### config.mk
export PLATFORM = sky130hd
export DESIGN_NAME = tilt_angle_ramp_classifier
export DESIGN_NICKNAME = d
export VERILOG_FILES = /design/src/rtl/tarc_pkg.sv /design/src/rtl/tarc_front.sv /design/src/rtl/tarc_queue.sv /design/src/rtl/tarc_back.sv /design/src/rtl/tilt_angle_ramp_classifier.sv
export SDC_FILE = /design/constraint.sdc
export NUM_CORES = 2
export LEC_CHECK = 0
export BUFFER_PORTS_ARGS = -buffer_cell sky130_fd_sc_hd__buf_2
export CORE_ASPECT_RATIO = 0.9
export CORE_UTILIZATION = 50
export DETAILED_ROUTE_END_ITERATION = 10
export PLACE_DENSITY = 0.66
export SETUP_SLACK_MARGIN = 0.02
export SYNTH_ARGS = -nofsm -noshare
export SYNTH_HDL_FRONTEND = slang
export SYNTH_SLANG_ARGS = --single-unit
### constraint.sdc
create_clock -name clk -period 7.5 [get_ports clk]
set_input_delay 1.125 -clock clk [delete_from_list [all_inputs] [get_ports clk]]
set_output_delay 1.125 -clock clk [all_outputs]
set_load 0.01 [all_outputs]
### src/rtl/tarc_pkg.sv
// tarc_pkg: shared constants, types and the cordic angle table
// for the tilt angle ramp classifier; depends on nothing
package tarc_pkg;

  localparam int SAMPLE_BITS  = 14;
  localparam int CORDIC_STEPS = 16;
  localparam int TABLE_LEN    = 24;
  localparam int STEP_COUNT   = (CORDIC_STEPS < TABLE_LEN) ? CORDIC_STEPS : TABLE_LEN;
  localparam int STEP_W       = (STEP_COUNT > 1) ? $clog2(STEP_COUNT) : 1;
  localparam int ATAN_IDX_W   = 5;

  // squares, radicand (sum of squares times 2^16) and root widths
  localparam int SQ_W       = 2 * SAMPLE_BITS;
  localparam int RAD_SHIFT  = 16;
  localparam int RAD_W      = SQ_W + RAD_SHIFT;
  localparam int ROOT_W     = RAD_W / 2;
  localparam int ROOT_CNT_W = $clog2(ROOT_W);
  localparam int REM_W      = ROOT_W + 3;

  // cordic vector and angle accumulator widths
  localparam int CW = ROOT_W + 3;
  localparam int ZW = 25;

  localparam int ANGLE_W   = 16;
  localparam int ANGLE_MAX = 23040;
  localparam int STATE_W   = 2;

  localparam int CFG_INDEX_W = 3;
  localparam int CFG_DATA_W  = 16;

  localparam int IN_DATA_W  = ((3 * SAMPLE_BITS + 7) / 8) * 8;
  localparam int IN_USER_W  = 1;
  localparam int OUT_DATA_W = ANGLE_W;
  localparam int OUT_USER_W = STATE_W;

  localparam int QUEUE_DEPTH = 2;
  localparam int QPTR_W      = (QUEUE_DEPTH > 1) ? $clog2(QUEUE_DEPTH) : 1;
  localparam int QCNT_W      = $clog2(QUEUE_DEPTH + 1);

  typedef enum logic [STATE_W-1:0] {
    RAMP_FLAT      = 2'd0,
    RAMP_UP        = 2'd1,
    RAMP_DOWN      = 2'd2,
    RAMP_UNDECIDED = 2'd3
  } ramp_t;

  typedef enum logic [1:0] {
    CMD_HOLD,
    CMD_ZERO,
    CMD_SOLVE
  } cmd_kind_t;

  typedef enum logic [CFG_INDEX_W-1:0] {
    REG_UP_LIMIT   = 3'd0,
    REG_DOWN_LIMIT = 3'd1,
    REG_FLAT_LOW   = 3'd2,
    REG_FLAT_HIGH  = 3'd3
  } cfg_reg_t;

  typedef enum logic [2:0] {
    B_IDLE,
    B_SQUARE,
    B_SUM,
    B_ROOT,
    B_ROTATE,
    B_ROUND,
    B_DONE
  } back_state_t;

  typedef struct packed {
    cmd_kind_t                      kind;
    logic signed [SAMPLE_BITS-1:0]  x;
    logic signed [SAMPLE_BITS-1:0]  y;
    logic signed [SAMPLE_BITS-1:0]  z;
  } tarc_cmd_t;

  typedef struct packed {
    logic signed [ANGLE_W-1:0] up_limit;
    logic signed [ANGLE_W-1:0] down_limit;
    logic signed [ANGLE_W-1:0] flat_low;
    logic signed [ANGLE_W-1:0] flat_high;
  } limits_t;

  // atan(2^-i) in degrees, scaled by 2^16
  function automatic logic signed [ZW-1:0] atan_entry(input logic [ATAN_IDX_W-1:0] idx);
    case (idx)
      5'd0:    atan_entry = ZW'(2949120);
      5'd1:    atan_entry = ZW'(1740967);
      5'd2:    atan_entry = ZW'(919879);
      5'd3:    atan_entry = ZW'(466945);
      5'd4:    atan_entry = ZW'(234379);
      5'd5:    atan_entry = ZW'(117304);
      5'd6:    atan_entry = ZW'(58666);
      5'd7:    atan_entry = ZW'(29335);
      5'd8:    atan_entry = ZW'(14668);
      5'd9:    atan_entry = ZW'(7334);
      5'd10:   atan_entry = ZW'(3667);
      5'd11:   atan_entry = ZW'(1833);
      5'd12:   atan_entry = ZW'(917);
      5'd13:   atan_entry = ZW'(458);
      5'd14:   atan_entry = ZW'(229);
      5'd15:   atan_entry = ZW'(115);
      5'd16:   atan_entry = ZW'(57);
      5'd17:   atan_entry = ZW'(29);
      5'd18:   atan_entry = ZW'(14);
      5'd19:   atan_entry = ZW'(7);
      5'd20:   atan_entry = ZW'(4);
      5'd21:   atan_entry = ZW'(2);
      5'd22:   atan_entry = ZW'(1);
      default: atan_entry = '0;
    endcase
  endfunction

endpackage

### src/rtl/tarc_front.sv
// tarc_front: input beat register and sample decode (hold, zero, solve)
// depends on tarc_pkg
module tarc_front (
  input  logic                           clk,
  input  logic                           rst,
  input  logic                           s_tvalid,
  output logic                           s_tready,
  input  logic [tarc_pkg::IN_DATA_W-1:0] s_tdata,  // accel_x, accel_y, accel_z, zero pad
  input  logic [tarc_pkg::IN_USER_W-1:0] s_tuser,  // sample_valid
  input  logic                           q_full,
  output logic                           q_push,
  output tarc_pkg::tarc_cmd_t            q_cmd
);

  localparam int S = tarc_pkg::SAMPLE_BITS;

  logic                held_valid;
  tarc_pkg::tarc_cmd_t held_cmd;
  tarc_pkg::tarc_cmd_t decoded;

  always_comb begin
    decoded.x = s_tdata[S-1:0];
    decoded.y = s_tdata[2*S-1:S];
    decoded.z = s_tdata[3*S-1:2*S];
    if (!s_tuser[0]) begin
      decoded.kind = tarc_pkg::CMD_HOLD;
    end else if (s_tdata[3*S-1:0] == '0) begin
      decoded.kind = tarc_pkg::CMD_ZERO;
    end else begin
      decoded.kind = tarc_pkg::CMD_SOLVE;
    end
  end

  assign q_push   = held_valid && !q_full;
  assign s_tready = !held_valid || !q_full;
  assign q_cmd    = held_cmd;

  always_ff @(posedge clk) begin
    if (rst) begin
      held_valid <= 1'b0;
    end else if (s_tvalid && s_tready) begin
      held_valid <= 1'b1;
    end else if (q_push) begin
      held_valid <= 1'b0;
    end
  end

  always_ff @(posedge clk) begin
    if (s_tvalid && s_tready) begin
      held_cmd <= decoded;
    end
  end

endmodule

### src/rtl/tarc_queue.sv
// tarc_queue: short command queue between front and back
// depends on tarc_pkg
module tarc_queue (
  input  logic                clk,
  input  logic                rst,
  input  logic                push,
  input  tarc_pkg::tarc_cmd_t push_cmd,
  output logic                full,
  input  logic                pop,
  output logic                empty,
  output tarc_pkg::tarc_cmd_t pop_cmd
);

  localparam int DEPTH = tarc_pkg::QUEUE_DEPTH;
  localparam int PW    = tarc_pkg::QPTR_W;
  localparam int CNTW  = tarc_pkg::QCNT_W;

  tarc_pkg::tarc_cmd_t slots [DEPTH];
  logic [PW-1:0]       wr_ptr;
  logic [PW-1:0]       rd_ptr;
  logic [CNTW-1:0]     count;
  logic                push_ok;
  logic                pop_ok;

  assign full    = (count == CNTW'(DEPTH));
  assign empty   = (count == '0);
  assign push_ok = push && !full;
  assign pop_ok  = pop && !empty;
  assign pop_cmd = slots[rd_ptr];

  always_ff @(posedge clk) begin
    if (rst) begin
      wr_ptr <= '0;
      rd_ptr <= '0;
      count  <= '0;
    end else begin
      if (push_ok) begin
        wr_ptr <= (wr_ptr == PW'(DEPTH - 1)) ? '0 : wr_ptr + 1'b1;
      end
      if (pop_ok) begin
        rd_ptr <= (rd_ptr == PW'(DEPTH - 1)) ? '0 : rd_ptr + 1'b1;
      end
      if (push_ok && !pop_ok) begin
        count <= count + 1'b1;
      end else if (pop_ok && !push_ok) begin
        count <= count - 1'b1;
      end
    end
  end

  always_ff @(posedge clk) begin
    if (push_ok) begin
      slots[wr_ptr] <= push_cmd;
    end
  end

endmodule

### src/rtl/tarc_back.sv
// tarc_back: sequencer with bit-serial square root, shared cordic rotator,
// rounding, ramp classification and output register; depends on tarc_pkg
module tarc_back (
  input  logic                            clk,
  input  logic                            rst,
  input  logic                            q_empty,
  output logic                            q_pop,
  input  tarc_pkg::tarc_cmd_t             q_cmd,
  input  tarc_pkg::limits_t               limits,
  output logic                            m_tvalid,
  input  logic                            m_tready,
  output logic [tarc_pkg::OUT_DATA_W-1:0] m_tdata,  // tilt_angle
  output logic [tarc_pkg::OUT_USER_W-1:0] m_tuser   // ramp_state
);

  localparam int S      = tarc_pkg::SAMPLE_BITS;
  localparam int SQ_W   = tarc_pkg::SQ_W;
  localparam int RAD_W  = tarc_pkg::RAD_W;
  localparam int ROOT_W = tarc_pkg::ROOT_W;
  localparam int RCW    = tarc_pkg::ROOT_CNT_W;
  localparam int REM_W  = tarc_pkg::REM_W;
  localparam int CW     = tarc_pkg::CW;
  localparam int ZW     = tarc_pkg::ZW;
  localparam int AW     = tarc_pkg::ANGLE_W;
  localparam int STW    = tarc_pkg::STEP_W;
  localparam logic signed [ZW-1:0] SAT_HI = ZW'(tarc_pkg::ANGLE_MAX);
  localparam logic signed [ZW-1:0] SAT_LO = -SAT_HI;
  localparam logic signed [ZW-1:0] HALF   = ZW'(128);

  tarc_pkg::back_state_t state;
  tarc_pkg::back_state_t state_next;

  tarc_pkg::cmd_kind_t   kind;
  logic signed [S-1:0]   x_r;
  logic signed [S-1:0]   y_r;
  logic signed [S-1:0]   z_r;
  logic [SQ_W-1:0]       ysq;
  logic [SQ_W-1:0]       zsq;
  logic [RAD_W-1:0]      rad;
  logic [REM_W-1:0]      rem;
  logic [ROOT_W-1:0]     root;
  logic [RCW-1:0]        root_cnt;
  logic signed [CW-1:0]  cx;
  logic signed [CW-1:0]  cy;
  logic signed [ZW-1:0]  cz;
  logic [STW-1:0]        step;
  logic signed [AW-1:0]  held_angle;
  logic                  out_valid;
  logic [AW-1:0]         out_angle;
  tarc_pkg::ramp_t       out_state;

  logic signed [SQ_W-1:0] y_prod;
  logic signed [SQ_W-1:0] z_prod;
  logic [SQ_W-1:0]        sum_sq;
  logic [REM_W-1:0]       rem_shift;
  logic [REM_W-1:0]       trial;
  logic [REM_W-1:0]       rem_next;
  logic [ROOT_W-1:0]      root_next;
  logic signed [CW-1:0]   dx;
  logic signed [CW-1:0]   dy;
  logic signed [ZW-1:0]   a_step;
  logic signed [ZW-1:0]   rounded;
  logic signed [ZW-1:0]   saturated;
  logic                   root_last;
  logic                   step_last;
  logic                   out_free;

  function automatic tarc_pkg::ramp_t classify(input logic signed [AW-1:0] a,
                                               input tarc_pkg::limits_t lim);
    if (a > lim.up_limit) begin
      classify = tarc_pkg::RAMP_UP;
    end else if (a < lim.down_limit) begin
      classify = tarc_pkg::RAMP_DOWN;
    end else if (a >= lim.flat_low && a <= lim.flat_high) begin
      classify = tarc_pkg::RAMP_FLAT;
    end else begin
      classify = tarc_pkg::RAMP_UNDECIDED;
    end
  endfunction

  // squares and radicand
  assign y_prod = y_r * y_r;
  assign z_prod = z_r * z_r;
  assign sum_sq = ysq + zsq;

  // one root bit per cycle, restoring method
  always_comb begin
    rem_shift = {rem[REM_W-3:0], rad[RAD_W-1:RAD_W-2]};
    trial     = REM_W'({root, 2'b01});
    if (rem_shift >= trial) begin
      rem_next  = rem_shift - trial;
      root_next = {root[ROOT_W-2:0], 1'b1};
    end else begin
      rem_next  = rem_shift;
      root_next = {root[ROOT_W-2:0], 1'b0};
    end
  end

  // one vectoring step per cycle
  assign dx     = cy >>> step;
  assign dy     = cx >>> step;
  assign a_step = tarc_pkg::atan_entry(tarc_pkg::ATAN_IDX_W'(step));

  // round half up to 1/256 degree, then saturate
  always_comb begin
    rounded = (cz + HALF) >>> 8;
    if (rounded > SAT_HI) begin
      saturated = SAT_HI;
    end else if (rounded < SAT_LO) begin
      saturated = SAT_LO;
    end else begin
      saturated = rounded;
    end
  end

  assign root_last = (root_cnt == RCW'(ROOT_W - 1));
  assign step_last = (step == STW'(tarc_pkg::STEP_COUNT - 1));
  assign out_free  = !out_valid || m_tready;

  always_ff @(posedge clk) begin
    if (rst) begin
      state <= tarc_pkg::B_IDLE;
    end else begin
      state <= state_next;
    end
  end

  always_comb begin
    state_next = state;
    q_pop      = 1'b0;
    case (state)
      tarc_pkg::B_IDLE: begin
        if (!q_empty) begin
          q_pop      = 1'b1;
          state_next = (q_cmd.kind == tarc_pkg::CMD_SOLVE) ? tarc_pkg::B_SQUARE
                                                           : tarc_pkg::B_DONE;
        end
      end
      tarc_pkg::B_SQUARE: state_next = tarc_pkg::B_SUM;
      tarc_pkg::B_SUM:    state_next = tarc_pkg::B_ROOT;
      tarc_pkg::B_ROOT: begin
        if (root_last) begin
          state_next = tarc_pkg::B_ROTATE;
        end
      end
      tarc_pkg::B_ROTATE: begin
        if (step_last) begin
          state_next = tarc_pkg::B_ROUND;
        end
      end
      tarc_pkg::B_ROUND:  state_next = tarc_pkg::B_DONE;
      tarc_pkg::B_DONE: begin
        if (out_free) begin
          state_next = tarc_pkg::B_IDLE;
        end
      end
      default: state_next = tarc_pkg::B_IDLE;
    endcase
  end

  // held angle and output beat register
  always_ff @(posedge clk) begin
    if (rst) begin
      held_angle <= '0;
      out_valid  <= 1'b0;
    end else begin
      if (state == tarc_pkg::B_ROUND) begin
        held_angle <= AW'(saturated);
      end
      if (state == tarc_pkg::B_DONE && out_free) begin
        out_valid <= 1'b1;
      end else if (m_tready) begin
        out_valid <= 1'b0;
      end
    end
  end

  always_ff @(posedge clk) begin
    if (state == tarc_pkg::B_DONE && out_free) begin
      out_angle <= held_angle;
      out_state <= (kind == tarc_pkg::CMD_ZERO) ? tarc_pkg::RAMP_UNDECIDED
                                                : classify(held_angle, limits);
    end
  end

  // datapath registers
  always_ff @(posedge clk) begin
    case (state)
      tarc_pkg::B_IDLE: begin
        kind <= q_cmd.kind;
        x_r  <= q_cmd.x;
        y_r  <= q_cmd.y;
        z_r  <= q_cmd.z;
      end
      tarc_pkg::B_SQUARE: begin
        ysq <= $unsigned(y_prod);
        zsq <= $unsigned(z_prod);
      end
      tarc_pkg::B_SUM: begin
        rad      <= {sum_sq, {tarc_pkg::RAD_SHIFT{1'b0}}};
        rem      <= '0;
        root     <= '0;
        root_cnt <= '0;
      end
      tarc_pkg::B_ROOT: begin
        rad      <= {rad[RAD_W-3:0], 2'b00};
        rem      <= rem_next;
        root     <= root_next;
        root_cnt <= root_cnt + 1'b1;
        if (root_last) begin
          cx   <= $signed(CW'(root_next));
          cy   <= CW'(x_r) <<< 8;
          cz   <= '0;
          step <= '0;
        end
      end
      tarc_pkg::B_ROTATE: begin
        if (!cy[CW-1]) begin
          cx <= cx + dx;
          cy <= cy - dy;
          cz <= cz + a_step;
        end else begin
          cx <= cx - dx;
          cy <= cy + dy;
          cz <= cz - a_step;
        end
        step <= step + 1'b1;
      end
      default: begin
      end
    endcase
  end

  assign m_tvalid = out_valid;
  assign m_tdata  = out_angle;
  assign m_tuser  = out_state;

endmodule

### src/rtl/tilt_angle_ramp_classifier.sv
// tilt_angle_ramp_classifier: pitch angle of a three-axis sample, held and classified
// against four limit registers; depends on tarc_pkg, tarc_front, tarc_queue, tarc_back
// a solved sample passes the front register, the queue and the back states square, sum,
// root, rotate, round and done into the output register; an invalid or all-zero sample
// goes from idle to done; the back takes one sample at a time, with 16 cordic steps each
// reset: synchronous rst empties front, queue and output, loads limit defaults, clears angle
module tilt_angle_ramp_classifier (
  input  logic                             clk,
  input  logic                             rst,
  // input beats
  input  logic                             s_tvalid,
  output logic                             s_tready,
  input  logic [tarc_pkg::IN_DATA_W-1:0]   s_tdata,  // accel_x, accel_y, accel_z, zero pad
  input  logic [tarc_pkg::IN_USER_W-1:0]   s_tuser,  // sample_valid
  // result beats
  output logic                             m_tvalid,
  input  logic                             m_tready,
  output logic [tarc_pkg::OUT_DATA_W-1:0]  m_tdata,  // tilt_angle
  output logic [tarc_pkg::OUT_USER_W-1:0]  m_tuser,  // ramp_state
  // limit register writes
  input  logic                             cfg_we,
  input  logic [tarc_pkg::CFG_INDEX_W-1:0] cfg_index,
  input  logic [tarc_pkg::CFG_DATA_W-1:0]  cfg_data
);

  tarc_pkg::limits_t   limits;
  tarc_pkg::tarc_cmd_t push_cmd;
  tarc_pkg::tarc_cmd_t pop_cmd;
  logic                q_push;
  logic                q_full;
  logic                q_pop;
  logic                q_empty;

  // limit registers, defaults are +/-8 degrees and a +/-2 degree flat band
  always_ff @(posedge clk) begin
    if (rst) begin
      limits.up_limit   <= 16'sd2048;
      limits.down_limit <= -16'sd2048;
      limits.flat_low   <= -16'sd512;
      limits.flat_high  <= 16'sd512;
    end else if (cfg_we) begin
      case (cfg_index)
        tarc_pkg::REG_UP_LIMIT:   limits.up_limit   <= cfg_data;
        tarc_pkg::REG_DOWN_LIMIT: limits.down_limit <= cfg_data;
        tarc_pkg::REG_FLAT_LOW:   limits.flat_low   <= cfg_data;
        tarc_pkg::REG_FLAT_HIGH:  limits.flat_high  <= cfg_data;
        default: begin
          // writes past the register list are dropped
        end
      endcase
    end
  end

  // front: takes beats and sorts them into hold, zero or solve commands
  tarc_front u_front (
    .clk      (clk),
    .rst      (rst),
    .s_tvalid (s_tvalid),
    .s_tready (s_tready),
    .s_tdata  (s_tdata),
    .s_tuser  (s_tuser),
    .q_full   (q_full),
    .q_push   (q_push),
    .q_cmd    (push_cmd)
  );

  // queue lets the front keep taking beats while the back is busy
  tarc_queue u_queue (
    .clk      (clk),
    .rst      (rst),
    .push     (q_push),
    .push_cmd (push_cmd),
    .full     (q_full),
    .pop      (q_pop),
    .empty    (q_empty),
    .pop_cmd  (pop_cmd)
  );

  // back: root, cordic, rounding, held angle and classification
  tarc_back u_back (
    .clk      (clk),
    .rst      (rst),
    .q_empty  (q_empty),
    .q_pop    (q_pop),
    .q_cmd    (pop_cmd),
    .limits   (limits),
    .m_tvalid (m_tvalid),
    .m_tready (m_tready),
    .m_tdata  (m_tdata),
    .m_tuser  (m_tuser)
  );

endmodule

# Word level (Yosys, flattened, before mapping)
# Memories as Yosys holds them, arrays and structs flattened. A register that Yosys moved wholly into a read port is not among the register bits.
# Cells that the tools add are included.
# classes
add_sub_neg,15
mul,2
magnitude_cmp,7
n_eq_ne,18
shift,2
mux,44
n_reduce_logical,32
# ops
op,n
2-to-1 mux 25 bit,6
one-hot mux 25 bit (2 select lines),3
one-hot mux 44 bit (2 select lines),1
adder 25 bit,3
subtractor 25 bit,3
multiplier 14 x 14 -> 28 bit,2
>>> shifter 25 x 4 -> 25 bit,2
one-hot mux 23 bit (2 select lines),1
one-hot mux 22 bit (2 select lines),1
logical NOT 42 bit,1
2-to-1 mux 16 bit,2
adder 28 bit,1
adder 25 x 9 -> 25 bit (second input constant),1
>= comparator 25 x 24 -> 1 bit,1
2-to-1 mux 23 bit,1
subtractor 23 bit,1
one-hot mux 3 bit (7 select lines),1
greater-than comparator 17 x 16 -> 1 bit (second input constant),1
< comparator 17 x 16 -> 1 bit (second input constant),1
>= comparator 16 bit,1
greater-than comparator 16 bit,1
less-or-equal comparator 16 bit,1
< comparator 16 bit,1
2-to-1 mux 3 bit,5
28 further kinds,78
# word_totals
reg_bits,424
ram_bits,88
rom_bits,352
in_bits,73
wordCells,154
mem_count,2
# memory_table
name,depth,width,rd,rd_ports_with_merged_regs,write_ports,line,rtl
(no name shown),16,22,1,1,0,tarc_pkg.sv:86,case (idx)
u_queue.slots,2,44,1,1,1,tarc_queue.sv:18,tarc_pkg::tarc_cmd_t slots [DEPTH];

# Depth between registers and ports, before layout
# depth
word_depth,8
ltp_mapped,26

# By module
# A second synthesis with hierarchy kept.
# unflattened
cells_unflattened,4374
hier_area_um2,44277.5
# by_module_without_submodules
module,instances,cells_per_inst,area_per_inst_um2,seq_area_each_um2
tarc_back,1,3905,36841.6,9038.7
tarc_queue,1,162,3388.2,2742.6
tilt_angle_ramp_classifier,1,240,2578.7,1281.2
tarc_front,1,67,1468.9,1341.3

# Least setup slack after synthesis
# OpenSTA, ideal clock, no wires.
# synth_path
path_kind,register to register
startpoint,register u_back.y_r[13]
endpoint,register u_back.ysq[26] (data pin)
setup_ns,0.162
arrival_time_ns,6.396
required_ns,7.338
slack_ns,0.942
path_stages_with_launch,24
n_path_buf,1
cell_sequence,edfxtp_1 clkbuf_1 and2_1 fa_1 inv_1 fa_1 inv_1 fa_1 fa_1 fa_1 inv_1 fa_1 inv_1 ha_1 a21o_1 a21o_1 a21o_1 a21o_1 a21o_1 a2111o_1 a31oi_1 o21ai_0 a2111o_1 o2111ai_1
# synth_via
elab_chain_cells,1
# synth_rtl
element,line,rtl
start: declaration,tarc_back.sv:35,logic signed [S-1:0] y_r;
start signal: assignment,tarc_back.sv:192,y_r <= q_cmd.y;
multiplier 14 x 14 -> 28 bit,tarc_back.sv:82,assign y_prod = y_r * y_r;
via u_back.y_prod[26],tarc_back.sv:52,logic signed [SQ_W-1:0] y_prod;
end signal: assignment,tarc_back.sv:196,ysq <= $unsigned(y_prod);
end: declaration,tarc_back.sv:37,logic [SQ_W-1:0] ysq;
# The timed path passes the listed nets, and every way through them passes these cells.
# A chain may end at the register's enable or synchronous reset.

# Final worst setup path
# layout_path
startpoint,register u_back.y_r[4]
endpoint,register u_back.ysq[26] (data pin)
# Same word-level chain as after synthesis.

==> results.sh <==
export IMPL_outcome="finished, final reports clean"
export IMPL_drt_first_pass_iters=7
export IMPL_r2r_start="u_back.y_r[4]$_DFFE_PP_"
export IMPL_die_area_um2=87600
export IMPL_num_fill_cells=7582
export IMPL_post_cts_buffers=0
export IMPL_hold_viol=0
export IMPL_core_area_um2=84900
export IMPL_cts_buffer_depth=3
export IMPL_ant_nets=0
export IMPL_die_w_um=312
export IMPL_gr_usage_all_layers_pct=22.4
export IMPL_max_freq_mhz=145
export IMPL_antenna_cells=0
export IMPL_layout_commonest_cell="inv_1"
export IMPL_seq_area_frac_synth_pct=33.3
export IMPL_synth_ff_type="edfxtp_1"
export IMPL_route_detailed_drc=0
export IMPL_layout_common_cells="inv_1, nand2_1, edfxtp_1"
export IMPL_cts_resized=0
export IMPL_syn_area_per_cell_um2=10.1
export IMPL_worstPathCellList="nand2_1 -> fa_1 -> fa_1 -> inv_1 -> fa_1 -> fa_1 -> fa_1 -> inv_1 -> fa_1 -> inv_1 -> ha_1 -> a21o_1 -> a21o_1 -> a21o_1 -> a21o_1 -> a21o_1 -> a2111o_1 -> a31oi_1 -> o21ai_0 -> a2111o_1 -> o2111ai_1"
export IMPL_grt_pass1_wl_um=157000
export IMPL_dr_total_vias=30162
export IMPL_start_util_pct=50.9
export IMPL_worst_pin_slew_ns=1.11
export IMPL_yosys_warnings=0
export IMPL_rrSetupSlack_ns=0.60
export IMPL_netlist_area_leader_share_pct=28.1
export IMPL_routedWlPerCell_um=17.4
export IMPL_num_rows=101
export IMPL_via_per_inst=5.48
export IMPL_hold_path_class="reg2reg"
export IMPL_critPathKind="reg2reg"
export IMPL_start_kind="flop"
export IMPL_grt_max_degree=85
export IMPL_antenna_found_initial=4
export IMPL_clockRootBuffer="clkbuf_16"
export IMPL_crit_path_end_kind="flop"
export IMPL_yosysTopAreaCell="edfxtp_1"
export IMPL_drive_gt1_share_pct=8.55
export IMPL_rr_worst_depth=21
export IMPL_path_common_cell="fa_1"
export IMPL_overflow=0
export IMPL_tns_ns=0
export IMPL_rsz0062_at_grt="no"
export IMPL_syn_instance_count=4275
export IMPL_die_h_um=281
export IMPL_drv_slew=0
export IMPL_area_growth_pct=8.41
export IMPL_clock_latency_ns=0.66
export IMPL_clock_sinks=517
export IMPL_crit_path_top_delay_cell="edfxtp_1"
export IMPL_setup_viol=0
export IMPL_max_cap_violations=0
export IMPL_worst_ep_arrival_time_ns=7.35
export IMPL_ctsHoldBuffers=0
export IMPL_synth_async_reset_ratio_pct=0
export IMPL_routed_wl_um=95800
export IMPL_slew_headroom_pct=26.0
export IMPL_ys_types=89
export IMPL_htree_levels=2
export IMPL_cp_slowest_stage_delay_ns=0.75
export IMPL_ys_seq_elements=517
export IMPL_synth_enable_flop_cells=405
export IMPL_cts_tree="built"
export IMPL_synth_nets=5029
export IMPL_clkTransAtPathRegs_ns=0.06
export IMPL_r2r_end="u_back.ysq[26]$_DFFE_PP_"
export IMPL_crit_end="u_back.ysq[26]$_DFFE_PP_"
export IMPL_startpoint="u_back.y_r[4]$_DFFE_PP_"
export IMPL_worst_endpoint_required_ns=7.96
export IMPL_numCtsBuffers=57
export IMPL_dp_hpwl_um=71800
export IMPL_syn_area_um2=43200
export IMPL_synthTopCellsByArea="edfxtp_1, fa_1, ha_1"
export IMPL_grt_pass1_vias=30185
export IMPL_io_pins=93
export IMPL_skew_ns=0.0494
export IMPL_io_buffers=86
export IMPL_drtIter0Drc=2166
export IMPL_worstPathMaxFanout=16
export IMPL_min_period_over_period_pct=92.0
export IMPL_nets=5082
export IMPL_gp_congestion=0.876
export IMPL_period_needed_ns=6.90
## metal layers
layer	global-route usage, %	vias up	wire (um)
met1	31.6	14855	44500
li1	-	14596	-
met5	0	-	23
met4	4.64	4	1570
met2	36.9	601	45000
met3	2.95	106	4680
## state kept, by name, indices dropped and copies added, names as in the netlist, 3 cells and up, named ones only
| signal | count |
|---|---|
| u_back.state | 3 |
| u_back.rem | 23 |
| u_queue.slots | 88 |
| u_back.cy | 25 |
| u_front.q_cmd | 44 |
| u_back.step | 4 |
| u_back.m_tdata | 16 |
| u_back.held_angle | 16 |
| u_back.x_r | 14 |
| limits | 64 |
| u_back.root_cnt | 5 |
| u_back.z_r | 14 |
| u_back.rad | 28 |
| u_back.root | 22 |
| u_back.zsq | 27 |
| u_back.y_r | 14 |
| u_back.a_step | 22 |
| u_back.cx | 25 |
| u_back.ysq | 27 |
| u_back.cz | 25 |
## cell families after synthesis
| group | after synthesis | synth area share [%] |
|---|---|---|
| fa+ha+maj | 681 | 25.8 |
| buf+inv | 764 | 6.73 |
| simple gates | 1156 | 12.5 |
| xor+xnor | 257 | 5.24 |
| flops | 517 | 33.3 |
| compound gates | 708 | 10.2 |
| mux | 192 | 6.18 |
## synthesized netlist by cell type (all sizes together), types with 28 or more instances
cell      n
dfxtp   112
xor2     94
nand4    33
clkbuf  107
a21o     83
nand2b   31
buf      31
nor2    314
and2     95
a31oi    28
mux2i    68
fa      352
ha      329
o21ai   154
nand2   412
mux4     49
a21oi   242
nand3    54
xnor2   162
nor3     56
inv     625
o21a     34
nor2b    52
and3     29
mux2     75
edfxtp  405
## critical path: cells and delay by family (launching register included)
| kind | cells | cell delay [ns] |
|---|---|---|
| buffers and inverters | 3 | 0.14 |
| flip-flops | 1 | 0.75 |
| adder cells (fa/ha/maj) | 7 | 3.30 |
| AO/OA/AOI/OAI | 10 | 2.29 |
| AND/OR/NAND/NOR | 1 | 0.23 |
## final cells by class
class,instances,area (um^2),area share (%)
flip-flops and latches,517,14400,30.7
clock inverters,30,410,0.876
clock buffers,76,1530,3.26
repair buffers,132,776,1.66
inverters,626,2350,5.02
well taps,1133,1420,3.03
multi-input cells,2994,26000,55.4
## through the flow
stage | utilization [%] | worst slack (ns) | cells | hold WS [ns] | instance area (um^2)
floorplan | - | 0.942 | 4275 | 0.421 | 43200
global placement | 52.9 | 0.681 | 5402 | 0.422 | 44900
detailed placement | 52.9 | 0.608 | 5402 | 0.430 | 44900
CTS | 55.2 | 0.601 | 5508 | 0.444 | 46800
global route | 55.2 | 0.226 | 5508 | 0.447 | 46800
finish | 55.2 | 0.603 | 5508 | 0.445 | 46800
## worst min-delay path by stage
stage / start / to / slack, ns / depth (start not counted)
floorplan: u_front.q_cmd[0]$_DFFE_PP_ / u_queue.slots[0][0]$_DFFE_PP_ / 0.42 / 0
global placement: u_front.q_cmd[29]$_DFFE_PP_ / u_queue.slots[1][29]$_DFFE_PP_ / 0.42 / 0
detailed placement: u_front.q_cmd[25]$_DFFE_PP_ / u_queue.slots[0][25]$_DFFE_PP_ / 0.43 / 0
CTS: u_front.q_cmd[25]$_DFFE_PP_ / u_queue.slots[1][25]$_DFFE_PP_ / 0.44 / 0
global route: u_front.q_cmd[41]$_DFFE_PP_ / u_queue.slots[1][41]$_DFFE_PP_ / 0.45 / 0
finish: u_front.q_cmd[23]$_DFFE_PP_ / u_queue.slots[0][23]$_DFFE_PP_ / 0.44 / 0
Power is not shown: default switching activity piles up to over one toggle a cycle in this logic, so the estimate is an artifact.
